**src/hdl/qyfc_pkg.sv**
```systemverilog
// shared types, constants and the arctangent table for the yaw flip corrector
// used by every module of the block; depends on nothing
package qyfc_pkg;

	localparam int TRACKER_COUNT_DEF = 16;
	localparam int CORDIC_STEPS_DEF  = 16;
	localparam int ATAN_LEN          = 24;
	localparam int CNT_W             = 5;
	localparam int QUEUE_DEPTH       = 2;
	localparam int PROD_W            = 32;
	localparam int ACC_W             = 33;
	localparam int VEC_W             = 34;
	localparam int CORDIC_W          = 38;
	localparam int ANG_W             = 32;
	localparam int HEAD_W            = 16;
	localparam int IDX_W             = 4;

	localparam logic signed [VEC_W-1:0] Q28_ONE    = VEC_W'(64'sd268435456);
	localparam logic [ANG_W-1:0]        HALF_TURN  = 32'h8000_0000;
	localparam logic [ANG_W-1:0]        ROUND_HALF = 32'h0000_8000;
	localparam logic [HEAD_W-1:0]       HEAD_HALF  = 16'h8000;

	typedef struct packed {
		logic [IDX_W-1:0]         tracker_index;
		logic signed [HEAD_W-1:0] quat_w;
		logic signed [HEAD_W-1:0] quat_x;
		logic signed [HEAD_W-1:0] quat_y;
		logic signed [HEAD_W-1:0] quat_z;
	} sample_t;

	typedef struct packed {
		logic [IDX_W-1:0]         body_index;
		logic signed [HEAD_W-1:0] raw_heading;
		logic signed [HEAD_W-1:0] corrected_heading;
		logic                     was_flipped;
	} result_t;

	// vector handed from front to back, already turned into the right half plane
	typedef struct packed {
		logic [IDX_W-1:0]        idx;
		logic signed [VEC_W-1:0] s;
		logic signed [VEC_W-1:0] c;
		logic                    half;
		logic                    zero;
	} work_t;

	typedef enum logic [1:0] {
		FE_IDLE,
		FE_MUL,
		FE_PUSH
	} fe_state_t;

	typedef enum logic [1:0] {
		MS_WZ,
		MS_XY,
		MS_YY,
		MS_ZZ
	} mul_step_t;

	typedef enum logic [1:0] {
		BK_IDLE,
		BK_ROT,
		BK_DONE
	} bk_state_t;

	function automatic logic [ANG_W-1:0] atan_turn(input logic [CNT_W-1:0] i);
		logic [ANG_W-1:0] t;
		case (i)
			5'd0:    t = 32'h20000000;
			5'd1:    t = 32'h12E4051E;
			5'd2:    t = 32'h09FB385B;
			5'd3:    t = 32'h051111D4;
			5'd4:    t = 32'h028B0D43;
			5'd5:    t = 32'h0145D7E1;
			5'd6:    t = 32'h00A2F61E;
			5'd7:    t = 32'h00517C55;
			5'd8:    t = 32'h0028BE53;
			5'd9:    t = 32'h00145F2F;
			5'd10:   t = 32'h000A2F98;
			5'd11:   t = 32'h000517CC;
			5'd12:   t = 32'h00028BE6;
			5'd13:   t = 32'h000145F3;
			5'd14:   t = 32'h0000A2F9;
			5'd15:   t = 32'h0000517C;
			5'd16:   t = 32'h000028BE;
			5'd17:   t = 32'h0000145F;
			5'd18:   t = 32'h00000A2F;
			5'd19:   t = 32'h00000517;
			5'd20:   t = 32'h0000028B;
			5'd21:   t = 32'h00000145;
			5'd22:   t = 32'h000000A2;
			5'd23:   t = 32'h00000051;
			default: t = '0;
		endcase
		return t;
	endfunction

	// magnitude of a wrapped 16-bit angle, the most negative value counts as a half turn
	function automatic logic [HEAD_W:0] abs_head(input logic [HEAD_W-1:0] a);
		logic signed [HEAD_W:0] v;
		v = {a[HEAD_W-1], a};
		return v[HEAD_W] ? (HEAD_W+1)'(-v) : (HEAD_W+1)'(v);
	endfunction

endpackage

```
**src/hdl/qyfc_stream_if.sv**
```systemverilog
// valid/ready channel carrying one item of a chosen payload type
// no dependencies; the payload type is set where the channel is instantiated
interface qyfc_stream_if #(
	parameter type payload_t = logic
);
	logic     valid;
	logic     ready;
	payload_t payload;

	modport source (output valid, output payload, input ready);
	modport sink (input valid, input payload, output ready);
endinterface

```
**src/hdl/qyfc_back.sv**
```systemverilog
// back part: iterative cordic atan2, then the half-turn choice against per-tracker state
// depends on qyfc_pkg and qyfc_stream_if
module qyfc_back #(
	parameter int TRACKER_COUNT = qyfc_pkg::TRACKER_COUNT_DEF,
	parameter int CORDIC_STEPS  = qyfc_pkg::CORDIC_STEPS_DEF
) (
	input  logic            clk,
	input  logic            arst_n,
	input  qyfc_pkg::work_t pop_data,
	input  logic            pop_valid,
	output logic            pop_ready,
	qyfc_stream_if.source   result
);
	import qyfc_pkg::*;

	localparam int DEPTH     = (TRACKER_COUNT < 16) ? TRACKER_COUNT : 16;
	localparam int AW        = (DEPTH > 1) ? $clog2(DEPTH) : 1;
	localparam int STEPS_EFF = (CORDIC_STEPS < ATAN_LEN) ? CORDIC_STEPS : ATAN_LEN;

	bk_state_t state_q, state_d;
	logic [CNT_W-1:0] cnt_q;
	logic signed [CORDIC_W-1:0] s_q, c_q, sh_s, sh_c, s_nx, c_nx;
	logic [ANG_W-1:0] ang_q, ang_nx, ang_rnd;
	logic [IDX_W-1:0] idx_q;
	logic zero_q;

	logic [HEAD_W-1:0] heading_mem [DEPTH];
	logic [HEAD_W-1:0] prev_q;
	logic [DEPTH-1:0] prior_q;

	logic [AW-1:0] rd_addr, wr_addr;
	logic in_range, prior, flip, out_free, load_out, take, rotate, last_step;
	logic [HEAD_W-1:0] raw, corr, diff, diff_f;

	result_t res_q;
	logic res_valid_q;

	assign last_step = (cnt_q == CNT_W'(STEPS_EFF - 1));
	assign out_free  = !res_valid_q || result.ready;

	always_comb begin
		state_d = state_q;
		case (state_q)
			BK_IDLE: begin
				if (pop_valid) state_d = BK_ROT;
			end
			BK_ROT: begin
				if (last_step) state_d = BK_DONE;
			end
			BK_DONE: begin
				if (out_free) state_d = BK_IDLE;
			end
			default: state_d = BK_IDLE;
		endcase
	end

	always_comb begin
		pop_ready = (state_q == BK_IDLE);
		take      = (state_q == BK_IDLE) && pop_valid;
		rotate    = (state_q == BK_ROT);
		load_out  = (state_q == BK_DONE) && out_free;
	end

	// one micro-rotation
	always_comb begin
		sh_s = s_q >>> cnt_q;
		sh_c = c_q >>> cnt_q;
		if (!s_q[CORDIC_W-1]) begin
			c_nx   = c_q + sh_s;
			s_nx   = s_q - sh_c;
			ang_nx = ang_q + atan_turn(cnt_q);
		end else begin
			c_nx   = c_q - sh_s;
			s_nx   = s_q + sh_c;
			ang_nx = ang_q - atan_turn(cnt_q);
		end
	end

	// half-turn choice
	always_comb begin
		rd_addr  = pop_data.idx[AW-1:0];
		wr_addr  = idx_q[AW-1:0];
		in_range = ({1'b0, idx_q} < (IDX_W+1)'(DEPTH));
		prior    = in_range && prior_q[wr_addr];
		ang_rnd  = ang_q + ROUND_HALF;
		raw      = zero_q ? '0 : ang_rnd[ANG_W-1:ANG_W-HEAD_W];
		diff     = raw - prev_q;
		diff_f   = diff + HEAD_HALF;
		flip     = prior && !(abs_head(diff) < abs_head(diff_f));
		corr     = flip ? raw + HEAD_HALF : raw;
	end

	always_ff @(posedge clk or negedge arst_n) begin
		if (!arst_n) begin
			state_q     <= BK_IDLE;
			cnt_q       <= '0;
			prior_q     <= '0;
			res_valid_q <= 1'b0;
		end else begin
			state_q <= state_d;
			if (take) begin
				cnt_q <= '0;
			end else if (rotate) begin
				cnt_q <= cnt_q + CNT_W'(1);
			end
			if (load_out && in_range) prior_q[wr_addr] <= 1'b1;
			if (load_out) begin
				res_valid_q <= 1'b1;
			end else if (result.ready) begin
				res_valid_q <= 1'b0;
			end
		end
	end

	always_ff @(posedge clk) begin
		if (take) begin
			s_q    <= CORDIC_W'(pop_data.s);
			c_q    <= CORDIC_W'(pop_data.c);
			ang_q  <= pop_data.half ? HALF_TURN : '0;
			idx_q  <= pop_data.idx;
			zero_q <= pop_data.zero;
		end else if (rotate) begin
			s_q   <= s_nx;
			c_q   <= c_nx;
			ang_q <= ang_nx;
		end
		if (load_out) begin
			res_q.body_index        <= idx_q;
			res_q.raw_heading       <= raw;
			res_q.corrected_heading <= corr;
			res_q.was_flipped       <= flip;
		end
	end

	always_ff @(posedge clk) begin
		if (take) prev_q <= heading_mem[rd_addr];
		if (load_out && in_range) heading_mem[wr_addr] <= corr;
	end

	assign result.valid   = res_valid_q;
	assign result.payload = res_q;

endmodule
```
**src/flat_wrapper.sv**
```systemverilog
// flat-port wrapper written by rule: the top's interface ports become plain ports
module qyfc_back_flat import qyfc_pkg::*;
#(
	parameter int TRACKER_COUNT = qyfc_pkg::TRACKER_COUNT_DEF,
	parameter int CORDIC_STEPS  = qyfc_pkg::CORDIC_STEPS_DEF
)
  (clk, arst_n, pop_data, pop_valid, pop_ready, result_valid, result_payload, result_ready);
  qyfc_stream_if result_i ();
  input  logic clk;
  input  logic arst_n;
  input  qyfc_pkg::work_t pop_data;
  input  logic pop_valid;
  output logic pop_ready;
  output wire logic [$bits(result_i.valid)-1:0] result_valid;
  output wire logic [$bits(result_i.payload)-1:0] result_payload;
  input wire logic [$bits(result_i.ready)-1:0] result_ready;
  assign result_valid = result_i.valid;
  assign result_payload = result_i.payload;
  assign result_i.ready = result_ready;
  qyfc_back #(.TRACKER_COUNT(TRACKER_COUNT), .CORDIC_STEPS(CORDIC_STEPS)) u_core (.clk(clk), .arst_n(arst_n), .pop_data(pop_data), .pop_valid(pop_valid), .pop_ready(pop_ready), .result(result_i));
endmodule
```
**config.mk**
```make
export PLATFORM = sky130hd
export DESIGN_NAME = qyfc_back_flat
export DESIGN_NICKNAME = d
export VERILOG_FILES = /design/src/hdl/qyfc_pkg.sv /design/src/hdl/qyfc_stream_if.sv /design/src/hdl/qyfc_back.sv /design/src/flat_wrapper.sv
export SDC_FILE = /design/constraint.sdc
export NUM_CORES = 1
export LEC_CHECK = 0
export BUFFER_PORTS_ARGS = -buffer_cell sky130_fd_sc_hd__clkbuf_2
export CAP_MARGIN = 20
export CORE_MARGIN = 10
export CORE_UTILIZATION = 64
export CTS_BUF_LIST = sky130_fd_sc_hd__clkbuf_4 sky130_fd_sc_hd__clkbuf_8 sky130_fd_sc_hd__clkbuf_16
export DETAILED_ROUTE_END_ITERATION = 10
export PLACE_DENSITY = 0.79
export SYNTH_ARGS = -nofsm -noshare
export SYNTH_HDL_FRONTEND = slang
export SYNTH_SLANG_ARGS = --single-unit
```
**constraint.sdc**
```tcl
create_clock -name clk -period 8.2 [get_ports clk]
set_clock_uncertainty 0.05 [all_clocks]
set_input_delay 0.82 -clock clk [delete_from_list [all_inputs] [get_ports clk]]
set_output_delay 0.82 -clock clk [all_outputs]
set_load 0.005 [all_outputs]
```
==> summary.md <==
| Metric | Value |
|---|---|
| Total core area | `between 40,000 and 50,000 µm²` |
| Worst-Skew Late Latency | `0.60 ns` |
| H-tree levels | `2` |
| Avg Inst Size Synth | `between 10 and 15 µm²` |
| Worst Max-Slew Pin Slew | `0.980 ns` |
| HPWL Detailed | `around 74,000 µm` |
| CTS max path bufs | `3` |
| R2R Setup Slk | `0.69 ns` |
| Synth cell types | `92` |
| Die Ht | `approximately 240 µm` |
| TNS Setup | `0 ns` |
| Area of the mapped netlist | `slightly above 30,000 µm²` |
| Ys flop type | `edfxtp_1` |
| Mapped Cells | `2,817` |
| Residual DRC | `0` |
| Most common cell in the netlist | `edfxtp_1` |
| Top cell type's share of synthesized area | `0.378` |
| Largest net degree at the start of global routing | `91` |
| Startpoint Class | `register` |
| Initial core utilization | `0.645` |
| Max Transition Viols Final | `0` |
| Port bufs | `80` |
| Initial antenna violation count | `3` |
| Syn Nets | `roughly 3k` |
| Pre-antenna DRT Iters | `6` |
| IO Pins | `81` |
| Setup-failing EPs final | `0` |
| Hold-fix buffers at CTS | `0` |
| Worst setup EP type | `register` |
| DR iter-0 viols | `3,558` |
| Chip width | `239 µm` |
| Antenna Cells | `0` |
| First-pass GRT wire length | `156,000 µm` |
| Antenna viol nets, final | `0` |
| Worst min path class | `input port to async pin` |
| Synth-to-layout area growth | `8.72%` |
| Mux share of post-synthesis cell area | `0.165` |
| Synth cell count leaders | `edfxtp_1 (386), nor2_1 (252), nand2_1 (239)` |
| Routed vias/inst | `approximately 7.3` |
| Final Hold Viols | `0` |
| CP Class | `register to register` |
| Worst-path fanout max | `37` |
| Dominant cells by area after synthesis | `edfxtp_1 (38%), mux4_2 (12%), ha_1 (5.9%), xnor2_1 (3.3%), a21oi_1 (3.3%)` |
| Async SR Flop Fraction | `0.0585` |
| CP Launch Point | `u_core.cnt_q[0]` |
| Layout cells sized above 1 | `0.182` |
| Post-CTS sizing | `0` |
| CTS root buf | `clkbuf_16` |
| Core Rows | `80` |
| Finished Core Util | `0.701` |
| Synth Area in Compound Gates | `0.153` |
| Sequential area share after synthesis | `0.398` |
| Die Area | `between 50,000 and 60,000 µm²` |
| CTS buffer count | `42` |
| Nets@finish | `between 3k and 4k` |
| Synth warn | `0` |
| Clock sink count | `410` |
| Post-Synth XOR/XNOR Area | `0.0645` |
| Largest family of logic cells by synthesized area | `multiplexers` |
| Post-Place Cells | `~3.4k` |
| Max Fclk | `between 100 and 150 MHz` |
| Worst Path Arrival | `roughly 7.8 ns` |
| Adder-cell share of the synthesized area | `0.0614` |
| Tmin final | `approximately 7.5 ns` |
| Max cap viols | `0` |
| Fin cells | `~3.5k` |
| Post-synth EDFFs | `386` |
| Final critical-path share of the clock period | `0.915` |
| Worst EP required | `roughly 8.5 ns` |
| Vias in the first global route | `between 20k and 25k` |
| RSZ-0062 raised after global routing | `false` |
| Overflow after GRT | `0` |
| #FFs+latches synth | `410` |
| Wire length per cell | `roughly 30 µm` |
| Rel. slew slack | `0.344` |
| Final wirelength | `104,000 µm` |
| Gr usage total | `0.361` |
| R2r startpoint | `u_core.cnt_q[0]` |
| CTS tree | `yes` |
| Worst-path clk slew | `0.06 ns` |
| Status | `complete, no violations` |
| Routed via count | `between 20k and 30k` |
| Routability congestion estimate | `between 1 and 1.5` |
| Number of buffers added for setup after CTS | `0` |
| Synth area leader | `edfxtp_1` |
| Post-synthesis simple-gate area fraction | `0.129` |
-- critical path, stage by stage, from the launching register on --
cell      delay (ns)
dfrtp_4         0.72
buf_12          0.32
mux4_1          0.64
mux4_2          0.52
a221oi_1        0.60
ha_1            0.30
nand2_1         0.09
nor3b_1         0.26
nor2b_1         0.42
nand3_1         0.29
nor3b_1         0.29
nor2_1          0.08
xnor2_1         0.15
ha_1            0.36
a211oi_1        0.30
nand2_1         0.08
o21ai_0         0.26
o22ai_1         0.13
a21oi_1         0.32
o31ai_1         0.15
a211oi_1        0.37
o21bai_1        0.11
a21oi_1         0.18
xnor2_1         0.14
a21oi_1         0.08
-- registers in the layout (all words and copies together), names as in the netlist, 2 cells and up --
name                count
u_core.ang_q           32
u_core.c_q             38
u_core.cnt_q            5
u_core.heading_mem    256
u_core.idx_q            4
u_core.prev_q          16
u_core.prior_q         16
u_core.s_q             38
u_core.state_q          2
-- cells in the final DEF (no fill, tap or decap), types with 80 or more instances in the layout --
cell type  instances
edfxtp_1         386
nor2_1           240
xnor2_1          116
mux4_2           160
xor2_1           107
a21oi_1          201
ha_1             144
nand2_1          238
o21ai_0          133
buf_4             80
-- kinds of logic (layout without fill, tap and decap cells) --
logic type,count (synthesis),in the layout
AND/OR/NAND/NOR,828,828
AO/OA/AOI/OAI,715,715
flip-flops,410,410
multiplexers,278,278
XOR/XNOR,224,224
buffers and inverters,214,304
adder cells (fa/ha/maj),148,148
-- area by class of cell --
class	instances	area, µm²
well taps	615	769
repair buffers	165	1100
multi-input cells	2193	17600
clock buffers	62	1220
clock inverters	15	170
flip-flops and latches	410	12200
inverters	62	238
fillers	3289	14200
-- through the flow --
step | hold slack, ns | worst slack [ns] | area (µm²)
after floorplan | 0.384 | 1.40 | 30600
after global placement | 0.395 | 1.14 | 31900
after detailed placement | 0.401 | 0.889 | 31900
after CTS | 0.187 | 0.852 | 33300
after global routing | 0.213 | 0.0862 | 33300
final | 0.185 | 0.695 | 33300
-- final timing paths --
| path | depth (start not counted) | to |
|---|---|---|
| max reg2reg | 24 | u_core.s_q[37] |
| min | 1 | u_core.prior_q[3] |
| min in group clk | 1 | u_core.zero_q |
| max in group asynchronous | 1 | u_core.cnt_q[0] |
| min reg2reg | 1 | u_core.prior_q[10] |
| max | 24 | u_core.s_q[37] |
-- per-layer routing --
| layer | part of all wire | global-route usage | up-vias |
|---|---|---|---|
| met5 | 0.00026 | 0 | - |
| met4 | 0.074 | 0.233 | 4 |
| met3 | 0.091 | 0.0669 | 425 |
| met2 | 0.48 | 0.597 | 1750 |
| met1 | 0.36 | 0.430 | 12400 |
| li1 | - | - | 11000 |
Power is not shown: default switching activity piles up to over one toggle a cycle in this logic, so the estimate is an artifact.
