==> src/hdl/qyfc_pkg.sv <==
// shared types, constants and the arctangent table for the yaw flip corrector
// used by every module of the block; depends on nothing
package qyfc_pkg;

	localparam int TRACKER_COUNT_DEF = 16;
	localparam int CORDIC_STEPS_DEF  = 16;
	localparam int ATAN_LEN          = 24;
	localparam int CNT_W             = 5;
	localparam int QUEUE_DEPTH       = 2;
	localparam int PROD_W            = 32;
	localparam int ACC_W             = 33;
	localparam int VEC_W             = 34;
	localparam int CORDIC_W          = 38;
	localparam int ANG_W             = 32;
	localparam int HEAD_W            = 16;
	localparam int IDX_W             = 4;

	localparam logic signed [VEC_W-1:0] Q28_ONE    = VEC_W'(64'sd268435456);
	localparam logic [ANG_W-1:0]        HALF_TURN  = 32'h8000_0000;
	localparam logic [ANG_W-1:0]        ROUND_HALF = 32'h0000_8000;
	localparam logic [HEAD_W-1:0]       HEAD_HALF  = 16'h8000;

	typedef struct packed {
		logic [IDX_W-1:0]         tracker_index;
		logic signed [HEAD_W-1:0] quat_w;
		logic signed [HEAD_W-1:0] quat_x;
		logic signed [HEAD_W-1:0] quat_y;
		logic signed [HEAD_W-1:0] quat_z;
	} sample_t;

	typedef struct packed {
		logic [IDX_W-1:0]         body_index;
		logic signed [HEAD_W-1:0] raw_heading;
		logic signed [HEAD_W-1:0] corrected_heading;
		logic                     was_flipped;
	} result_t;

	// vector handed from front to back, already turned into the right half plane
	typedef struct packed {
		logic [IDX_W-1:0]        idx;
		logic signed [VEC_W-1:0] s;
		logic signed [VEC_W-1:0] c;
		logic                    half;
		logic                    zero;
	} work_t;

	typedef enum logic [1:0] {
		FE_IDLE,
		FE_MUL,
		FE_PUSH
	} fe_state_t;

	typedef enum logic [1:0] {
		MS_WZ,
		MS_XY,
		MS_YY,
		MS_ZZ
	} mul_step_t;

	typedef enum logic [1:0] {
		BK_IDLE,
		BK_ROT,
		BK_DONE
	} bk_state_t;

	function automatic logic [ANG_W-1:0] atan_turn(input logic [CNT_W-1:0] i);
		logic [ANG_W-1:0] t;
		case (i)
			5'd0:    t = 32'h20000000;
			5'd1:    t = 32'h12E4051E;
			5'd2:    t = 32'h09FB385B;
			5'd3:    t = 32'h051111D4;
			5'd4:    t = 32'h028B0D43;
			5'd5:    t = 32'h0145D7E1;
			5'd6:    t = 32'h00A2F61E;
			5'd7:    t = 32'h00517C55;
			5'd8:    t = 32'h0028BE53;
			5'd9:    t = 32'h00145F2F;
			5'd10:   t = 32'h000A2F98;
			5'd11:   t = 32'h000517CC;
			5'd12:   t = 32'h00028BE6;
			5'd13:   t = 32'h000145F3;
			5'd14:   t = 32'h0000A2F9;
			5'd15:   t = 32'h0000517C;
			5'd16:   t = 32'h000028BE;
			5'd17:   t = 32'h0000145F;
			5'd18:   t = 32'h00000A2F;
			5'd19:   t = 32'h00000517;
			5'd20:   t = 32'h0000028B;
			5'd21:   t = 32'h00000145;
			5'd22:   t = 32'h000000A2;
			5'd23:   t = 32'h00000051;
			default: t = '0;
		endcase
		return t;
	endfunction

	// magnitude of a wrapped 16-bit angle, the most negative value counts as a half turn
	function automatic logic [HEAD_W:0] abs_head(input logic [HEAD_W-1:0] a);
		logic signed [HEAD_W:0] v;
		v = {a[HEAD_W-1], a};
		return v[HEAD_W] ? (HEAD_W+1)'(-v) : (HEAD_W+1)'(v);
	endfunction

endpackage

==> src/hdl/qyfc_queue.sv <==
// short queue of yaw vectors between the front and the back
// depends on qyfc_pkg
module qyfc_queue (
	input  logic            clk,
	input  logic            arst_n,
	input  qyfc_pkg::work_t push_data,
	input  logic            push_valid,
	output logic            push_ready,
	output qyfc_pkg::work_t pop_data,
	output logic            pop_valid,
	input  logic            pop_ready
);
	import qyfc_pkg::*;

	localparam int PTR_W = (QUEUE_DEPTH > 1) ? $clog2(QUEUE_DEPTH) : 1;
	localparam int CNT_QW = $clog2(QUEUE_DEPTH + 1);

	work_t slot_q [QUEUE_DEPTH];
	logic [PTR_W-1:0] wr_ptr_q, rd_ptr_q;
	logic [CNT_QW-1:0] count_q;
	logic do_push, do_pop;

	assign push_ready = (count_q != CNT_QW'(QUEUE_DEPTH));
	assign pop_valid  = (count_q != '0);
	assign pop_data   = slot_q[rd_ptr_q];
	assign do_push    = push_valid && push_ready;
	assign do_pop     = pop_valid && pop_ready;

	function automatic logic [PTR_W-1:0] ptr_next(input logic [PTR_W-1:0] p);
		return (p == PTR_W'(QUEUE_DEPTH - 1)) ? '0 : p + PTR_W'(1);
	endfunction

	always_ff @(posedge clk or negedge arst_n) begin
		if (!arst_n) begin
			wr_ptr_q <= '0;
			rd_ptr_q <= '0;
			count_q  <= '0;
		end else begin
			if (do_push) wr_ptr_q <= ptr_next(wr_ptr_q);
			if (do_pop) rd_ptr_q <= ptr_next(rd_ptr_q);
			if (do_push && !do_pop) begin
				count_q <= count_q + CNT_QW'(1);
			end else if (do_pop && !do_push) begin
				count_q <= count_q - CNT_QW'(1);
			end
		end
	end

	always_ff @(posedge clk) begin
		if (do_push) slot_q[wr_ptr_q] <= push_data;
	end

endmodule

==> config.mk <==
export PLATFORM = sky130hd
export DESIGN_NAME = qyfc_queue
export DESIGN_NICKNAME = d
export VERILOG_FILES = /design/src/hdl/qyfc_pkg.sv /design/src/hdl/qyfc_queue.sv
export SDC_FILE = /design/constraint.sdc
export NUM_CORES = 1
export LEC_CHECK = 0
export CAP_MARGIN = 10
export CELL_PAD_IN_SITES_DETAIL_PLACEMENT = 2
export CELL_PAD_IN_SITES_GLOBAL_PLACEMENT = 2
export CORE_MARGIN = 2
export CORE_UTILIZATION = 44
export CTS_BUF_LIST = sky130_fd_sc_hd__clkbuf_4
export DETAILED_ROUTE_END_ITERATION = 7
export DONT_BUFFER_PORTS = 1
export PLACE_DENSITY_LB_ADDON = 0.1
export SLEW_MARGIN = 20
export SYNTH_ARGS = -nofsm -noshare
export SYNTH_HDL_FRONTEND = slang
export SYNTH_SLANG_ARGS = --single-unit
==> constraint.sdc <==
create_clock -name clk -period 4.4 [get_ports clk]
set_clock_uncertainty 0.15 [all_clocks]
set_input_delay 0.22 -clock clk [delete_from_list [all_inputs] [get_ports clk]]
set_output_delay 0.22 -clock clk [all_outputs]
set_load 0.1 [all_outputs]
==> impl_metrics.toml, run 1 <==
[drt]
ant_nets = 0
vias = 2618
drtIter0Drc = 134
drc_errors = 0
post_drt_wl_per_cell_um = 21.6
avgViaCountPerCell = 4.96
wirelength_um = 11400
drtPass1Iterations = 4

[yosys]
ys_dominant_reg_cell = "edfxtp_1"
netlist_instances = 248
synth_common_cells = "148 x edfxtp_1, 50 x mux2_4, 24 x mux2_2"
synth_nets = 327
synth-edff-count = 148
syn_area_per_cell_sq_um = 23.1
yosysSeqAreaShare_pct = 79.2
synth_area_leaders = "edfxtp_1 77%, mux2_4 13%, mux2_2 4.7%"
synth.most_common_cell = "edfxtp_1"
yosysTopAreaCellShare_pct = 77.5
ys_ff_latch = 152
syn_area_sq_um = 5740
async_flop_share_pct = 2.63
synth_top_area_cell = "edfxtp_1"
ys_types = 15
yosys_warnings = 0

[sta]
fmax_ghz = 0.353
final.min_clock_period_ns = 2.83
min_period_over_period_pct = 64.3
max_slew_margin_pct = 31.0
hold_viol_final = 0
finalSetupViolCount = 0
drv_slew = 0
setup_tns_ns = 0
rsz0062_at_grt = "false"
tightest_slew_ns = 1.03

[floorplan]
initial_utilization_pct = 45.3
rows = 41
coreArea_sq_um = 12700
fp.dieW_um = 118
pin_count = 154
dieArea_sq_um = 14000
dieHeight_um = 118

[worst_setup_path]
crit_type = "reg2out"
end_kind = "primary output"
crit_arrival_ns = 2.46
crit_fanout = 31
crit_required_ns = 4.03
cp-start-kind = "flip-flop"

[run_status]
status = "completed"

[clocking]
htreeDepth = 4
cts_made_buffers = 17
clk_pin_slew_ns = 0.11
cts_root_buffer = "clkbuf_4"
cts_tree = "built"
ctsResizeCount = 0
numClockSinks = 152
clkLatencyLatePin_ns = 0.52
cts_buffer_depth = 2

[grt]
grt_start_max_net_pins = 75
grt_usage_pct = 17.5
antenna_found_initial = 0
grt_first_pass_wirelength_um = 17700
grt_pass1_vias = 3074
grt-ovfl-total = 0

[placed_design]
gp_congestion = 0.680
placement.io_buffers = 0
dpl.hpwl_um = 6830

[cells_and_area]
synthToLayoutAreaGrowth_pct = 21.2
layout-drive-gt1-share_pct = 30.4
fill_cells = 1087
nets = 421

[min_path]
hold_path_class = "in2reg"

[job]
drv_cap = 0
## kinds of logic (layout without fill, tap and decap cells)
kind of cell	Yosys count	after routing	synth area share (%)
xor gates and xnor gates	5	5	0.763
adders and majority gates	1	1	0.218
buffers and inverters	9	116	1.42
DFF	152	152	79.2
muxes	74	74	17.8
other	0	1	0
and+or+nand+nor	7	7	0.589
## cells in the final DEF, fill, tap and decap left out
cell type	instances
edfxtp_1	148
dlygate4sd3_1	78
mux2_4	50
mux2_2	24
clkbuf_4	17
clkinv_1	7
clkinv_2	6
buf_4	5
xnor2_1	3
dfrtp_1	3
nand2_1	2
xor2_1	2
bufinv_16	2
diode_2	1
nand2b_1	1
inv_1	1
or2_2	1
and3_4	1
nor2_4	1
nor2_1	1
ha_1	1
dfrtp_4	1
## through the flow
| stage | instances | util (%) | worst slack (ns) | hold WS (ns) | instance area, sq um |
|---|---|---|---|---|---|
| after floorplan | 248 | - | 0.398 | -0.226 | 5740 |
| after global placement | 417 | 46.8 | 2.03 | -0.225 | 5930 |
| after detailed placement | 417 | 46.8 | 2.03 | -0.225 | 5930 |
| after CTS | 527 | 54.9 | 1.50 | 0.134 | 6950 |
| after global routing | 527 | 54.9 | 1.39 | 0.136 | 6950 |
| final | 528 | 54.9 | 1.57 | 0.199 | 6960 |
## flip-flops by register name, summed over array words and instances, names as in the netlist
register  cells
rd_ptr_q      1
slot_q      148
wr_ptr_q      1
count_q       2
## final timing paths
path / slack (ns) / start / cells after the start / endpoint
worst max-delay path: 1.57 / rd_ptr_q / 2 / pop_data[47]
worst max register to register: 2.02 / count_q[0] / 5 / slot_q[0][5]
worst min-delay path: 0.20 / push_data[61] / 1 / slot_q[0][61]
worst min register to register: 0.36 / count_q[1] / 1 / count_q[1]
max in group asynchronous: 3.55 / arst_n / 2 / rd_ptr_q
min in group asynchronous: 0.35 / arst_n / 2 / rd_ptr_q
## per-layer routing
layer,GRT usage [%],up-vias,share of wire [%]
li1,-,1175,-
met1,18.3,1332,35
met2,31.6,97,57
met3,6.37,14,6.4
met4,7.45,0,1.7
met5,0,-,0
## worst max-delay path: stages, from the launching register on
cell and delay [ns]:
dfrtp_4 0.80, buf_4 0.49, mux2_2 0.63
## layout make-up
type | instances | area [sq um] | share of cell area (%)
well taps | 172 | 215 | 3.09
repair buffers | 83 | 818 | 11.8
inverters | 1 | 3.75 | 0.0540
diodes | 1 | 2.50 | 0.0360
clock inverters | 15 | 116 | 1.67
clock buffers | 17 | 128 | 1.83
flip-flops and latches | 152 | 4550 | 65.4
multi-input cells | 87 | 1120 | 16.2
## timing repair
item | in CTS | in global routing
setup buffers | 0 | 0
endpoints found under the hold margin | 162 | 0
hold buffers | 78 | 0
Power of run 1 is not shown: default switching activity piles up to over one toggle a cycle in this logic, so the estimate is an artifact.
==> inputs of run 2 (changes only) <==
--- a/config.mk
+++ b/config.mk
@@ -9,7 +9,7 @@
 export CELL_PAD_IN_SITES_DETAIL_PLACEMENT = 2
 export CELL_PAD_IN_SITES_GLOBAL_PLACEMENT = 2
 export CORE_MARGIN = 2
-export CORE_UTILIZATION = 44
+export CORE_UTILIZATION = 48
 export CTS_BUF_LIST = sky130_fd_sc_hd__clkbuf_4
 export DETAILED_ROUTE_END_ITERATION = 7
 export DONT_BUFFER_PORTS = 1
==> constraint.sdc (replaced) <==
create_clock -name clk -period 2.9 [get_ports clk]
set_clock_uncertainty 0.15 [all_clocks]
set_input_delay 0.145 -clock clk [delete_from_list [all_inputs] [get_ports clk]]
set_output_delay 0.145 -clock clk [all_outputs]
set_load 0.1 [all_outputs]
==> run 2 against run 1 <==
  * Register-to-register slack got worse by 1.4 ns
  * Hold slack got worse by 0.11 ns
  * Sequential cell count is the same
  * Critical endpoint is now pop_data[51]
  * Count of clock-buffer cells in the layout up 6
  * Critical path depth stayed put
  * Sequential share of layout area increased by 0.15 points
  * Routed wire length increased by 13%
  * Worst setup slack worse by 1.1 ns
  * First-iteration DRC count fell by 18%
  * Via count grew 0.73%
==> impl_metrics.toml, run 2 (synthesized netlist as in run 1, its figures left out) <==
[run_status]
status = "completed"

[sta]
final.min_clock_period_ns = 2.47
hold_viol_final = 0
setup_tns_ns = 0
fmax_ghz = 0.405
drv_slew = 0
hold_ws_ns = 0.0868
finalSetupViolCount = 0
min_period_over_period_pct = 85.1
max_slew_margin_pct = 57.2
rsz0062_at_grt = "false"
tightest_slew_ns = 0.642

[clocking]
numClockSinks = 152
htreeDepth = 4
cts_buffer_depth = 2
clk_pin_slew_ns = 0.12
postCtsSetupBuffers = 0
cts_made_buffers = 17
cts_tree = "built"
ctsResizeCount = 0
cts_root_buffer = "clkbuf_4"
clkLatencyLatePin_ns = 0.54
hold_buffers = 78

[drt]
post_drt_wl_per_cell_um = 25.6
avgViaCountPerCell = 5.25
drtPass1Iterations = 4
ant_nets = 0
drc_errors = 0
wirelength_um = 12800
vias = 2637
drtIter0Drc = 110

[worst_setup_path]
r2r_setup_slack_ns = 0.62
crit_required_ns = 2.61
cp-start-kind = "flip-flop"
crit_arrival_ns = 2.17
crit_type = "reg2out"
end_kind = "primary output"
crit_fanout = 21

[floorplan]
rows = 39
initial_utilization_pct = 49.6
dieHeight_um = 113
dieArea_sq_um = 12800
coreArea_sq_um = 11600
pin_count = 154
fp.dieW_um = 113

[placed_design]
placement.io_buffers = 0
gp_congestion = 0.662
dpl.hpwl_um = 7290

[grt]
grt_start_max_net_pins = 47
grt_first_pass_wirelength_um = 18800
grt_pass1_vias = 2956
antenna_found_initial = 0
grt-ovfl-total = 0
grt_usage_pct = 20.9

[cells_and_area]
layout_commonest_cell = "edfxtp_1"
layout_common_cells = "148 x edfxtp_1, 78 x dlygate4sd3_1, 50 x mux2_4"
nets = 425
fill_cells = 913
largest_reg_flops = 148
synthToLayoutAreaGrowth_pct = 21.0
layout-drive-gt1-share_pct = 31.5
top_regs = "slot_q x148, count_q x2"
antenna_cells = 0
top_register = "slot_q"

[min_path]
hold_path_class = "in2reg"

[job]
drv_cap = 0
## run 2: cell count changes in the layout (fill, tap and decap cells not counted)
cell,previous run,this run
buf_12,0,2
diode_2,1,0
buf_4,5,7
clkbuf_4,17,23
clkinv_2,6,2
nand2b_1,1,0
bufinv_16,2,0
nand2b_2,0,1
## run 2: metal layers
layer	vias to the layer above	global-route usage (%)	share of wire [%]
li1	1178	-	-
met1	1329	23.4	39
met2	111	37.4	54
met3	19	6.59	5.2
met4	0	7.80	1.7
met5	-	0	0
## run 2: path summary, 6_finish.rpt
check,startpoint,endpoint,cells after the start
setup / recovery,rd_ptr_q,pop_data[51],2
hold / removal,push_data[49],slot_q[0][49],1
setup reg to reg,count_q[1],count_q[1],6
hold reg to reg,count_q[0],count_q[0],1
max in group asynchronous,arst_n,rd_ptr_q,2
min in group asynchronous,arst_n,count_q[1],2
## run 2: cell type report
type | instances | area (sq um) | share of cell area [%]
Tap cell | 143 | 179 | 2.58
Inverter | 1 | 3.75 | 0.0541
Clock inverter | 9 | 36.3 | 0.523
Sequential cell | 152 | 4550 | 65.5
Timing Repair Buffer | 87 | 873 | 12.6
Multi-Input combinational cell | 87 | 1130 | 16.2
Clock buffer | 23 | 173 | 2.49
## run 2: metrics by stage
stage               cells  area, sq um  util [%]  setup WS, ns
floorplan             248         5750         -        0.0744
global route          502         6940      60.0         0.326
finish                502         6940      60.0         0.433
global placement      392         5950      51.4         0.985
detailed placement    392         5950      51.4         0.892
CTS                   502         6940      60.0         0.393
## run 2: critical path: stages, from the launching register on
cell	delay, ns
dfrtp_4	0.69
buf_4	0.33
mux2_2	0.60
Power of run 2 is left out for the same reason.
==> inputs of run 3 (changes only) <==
--- a/config.mk
+++ b/config.mk
@@ -13,6 +13,7 @@
 export CTS_BUF_LIST = sky130_fd_sc_hd__clkbuf_4
 export DETAILED_ROUTE_END_ITERATION = 7
 export DONT_BUFFER_PORTS = 1
+export GPL_TIMING_DRIVEN = 0
 export PLACE_DENSITY_LB_ADDON = 0.1
 export SLEW_MARGIN = 20
 export SYNTH_ARGS = -nofsm -noshare
==> run 3 against run 2 <==
  * Design area grew 2.3%
  * Routed wire length rose by 5.7%
  * Sequential share of layout area is 1.5 points lower
  * Count of clock-buffer cells in the layout fell by 4
==> impl_metrics.toml, run 3 (synthesized netlist as in run 1, its figures left out) <==
[drt]
vias = 2647
drtIter0Drc = 138
avgViaCountPerCell = 5.25
wirelength_um = 13600
drc_errors = 0
ant_nets = 0
drtPass1Iterations = 6
post_drt_wl_per_cell_um = 26.9

[sta]
drv_slew = 0
tightest_slew_ns = 0.597
rsz0062_at_grt = "false"
setup_ws_ns = 0.274
max_slew_margin_pct = 60.2
hold_viol_final = 0
final.min_clock_period_ns = 2.63
finalSetupViolCount = 0
fmax_ghz = 0.381
min_period_over_period_pct = 90.5

[grt]
grt-ovfl-total = 0
grt_start_max_net_pins = 39
antenna_found_initial = 0
grt_usage_pct = 22.2
grt_pass1_vias = 3097
grt_first_pass_wirelength_um = 20000

[floorplan]
pin_count = 154
dieHeight_um = 113
coreArea_sq_um = 11600
dieArea_sq_um = 12800
fp.dieW_um = 113
rows = 39
initial_utilization_pct = 49.6

[clocking]
cts_made_buffers = 17
cts_root_buffer = "clkbuf_4"
clk_pin_slew_ns = 0.13
cts_buffer_depth = 2
htreeDepth = 4
clkLatencyLatePin_ns = 0.55
cts_tree = "built"
postCtsSetupBuffers = 0
numClockSinks = 152

[cells_and_area]
fin_cells = 504
multi_input_area_sq_um = 1130
post-route-util_pct = 61.4
synthToLayoutAreaGrowth_pct = 23.8
top_regs = "slot_q x148, count_q x2"
seqCellArea_sq_um = 4540
antenna_cells = 0
top_register = "slot_q"
layout-drive-gt1-share_pct = 32.4
largest_reg_flops = 148
fill_cells = 889
nets = 428
layout_commonest_cell = "edfxtp_1"
layout_common_cells = "148 x edfxtp_1, 78 x dlygate4sd3_1, 50 x mux2_4"

[placed_design]
dp.cells = 395
dpl.hpwl_um = 7560
placement.io_buffers = 0
dp_slack_ns = 0.337
gp_congestion = 0.664

[worst_setup_path]
crit_fanout = 24
r2r_setup_slack_ns = 0.27
cpMaxStageDelayCell = "nand2b_2"
cp-start-kind = "flip-flop"
r2r_cells = 5
crit_type = "reg2reg"
slowest_delay_ns = 0.54
path_buf_inv = 2
crit_arrival_ns = 2.73
critical-path-top-delay-family = "simple AND/OR/NAND/NOR gates"
endpoint = "slot_q[0][22]"
end_kind = "flip-flop"
r2r-end = "slot_q[0][22]"
r2r_start = "count_q[0]"
crit_required_ns = 3.00
crit_start = "count_q[0]"
cp_num_cells = 5
worstPathCellList = "nand2b_2 > nand2_1 > nor2_4 > buf_16 > buf_12"

[min_path]
hold_path_class = "in2reg"

[run_status]
status = "completed"

[job]
drv_cap = 0
## run 3: cell count changes in the layout (fill, tap and decap cells not counted), sizes merged
cell / delta
clkinv: -2
buf: +3
bufinv: +4
clkinvlp: +1
clkbuf: -4
## run 3: area by class of cell
cell class              count  share of cell area, %
repair buffers             82                   12.2
plain buffers               8                   1.09
well taps                 143                   2.52
clock buffers              19                   2.01
multi-input cells          87                   15.9
flip-flops and latches    152                   64.0
clock inverters            12                   2.22
inverters                   1                 0.0529
## run 3: what timing repair did
item                                   in CTS  in global routing
hold buffers                               78                  0
endpoints found under the hold margin     204                  0
gates resized for setup                     0                  0
## run 3: worst reg2reg max path, stage by stage, from the launching register on
cell,delay (ns)
dfrtp_1,0.44
nand2b_2,0.54
nand2_1,0.26
nor2_4,0.51
buf_16,0.22
buf_12,0.20
## run 3: worst min-delay path by stage
stage	start	end	slack, ns	cells past startpoint
after CTS	push_data[56]	slot_q[0][56]	0.03	1
final	push_data[55]	slot_q[0][55]	0.09	1
after detailed placement	arst_n	wr_ptr_q	-0.30	0
after global routing	push_data[55]	slot_q[0][55]	0.04	1
after global placement	arst_n	rd_ptr_q	-0.30	0
after floorplan	arst_n	count_q[0]	-0.30	0
## run 3: stage by stage
| stage | cell area (sq um) | hold WS (ns) | TNS (ns) |
|---|---|---|---|
| after floorplan | 5750 | -0.301 | 0 |
| after global placement | 5930 | -0.300 | -57.52 |
| after detailed placement | 6020 | -0.300 | 0 |
| after CTS | 7100 | 0.0251 | 0 |
| after global routing | 7100 | 0.0393 | 0 |
| final | 7100 | 0.0942 | 0 |
## run 3: layer usage
layer	wire, um	up-vias	track usage, %
met1	5110	1345	24.4
met5	0	-	0
met3	791	13	7.18
met4	148	0	7.32
li1	-	1181	-
met2	7520	108	40.5
Power of run 3 is left out for the same reason.
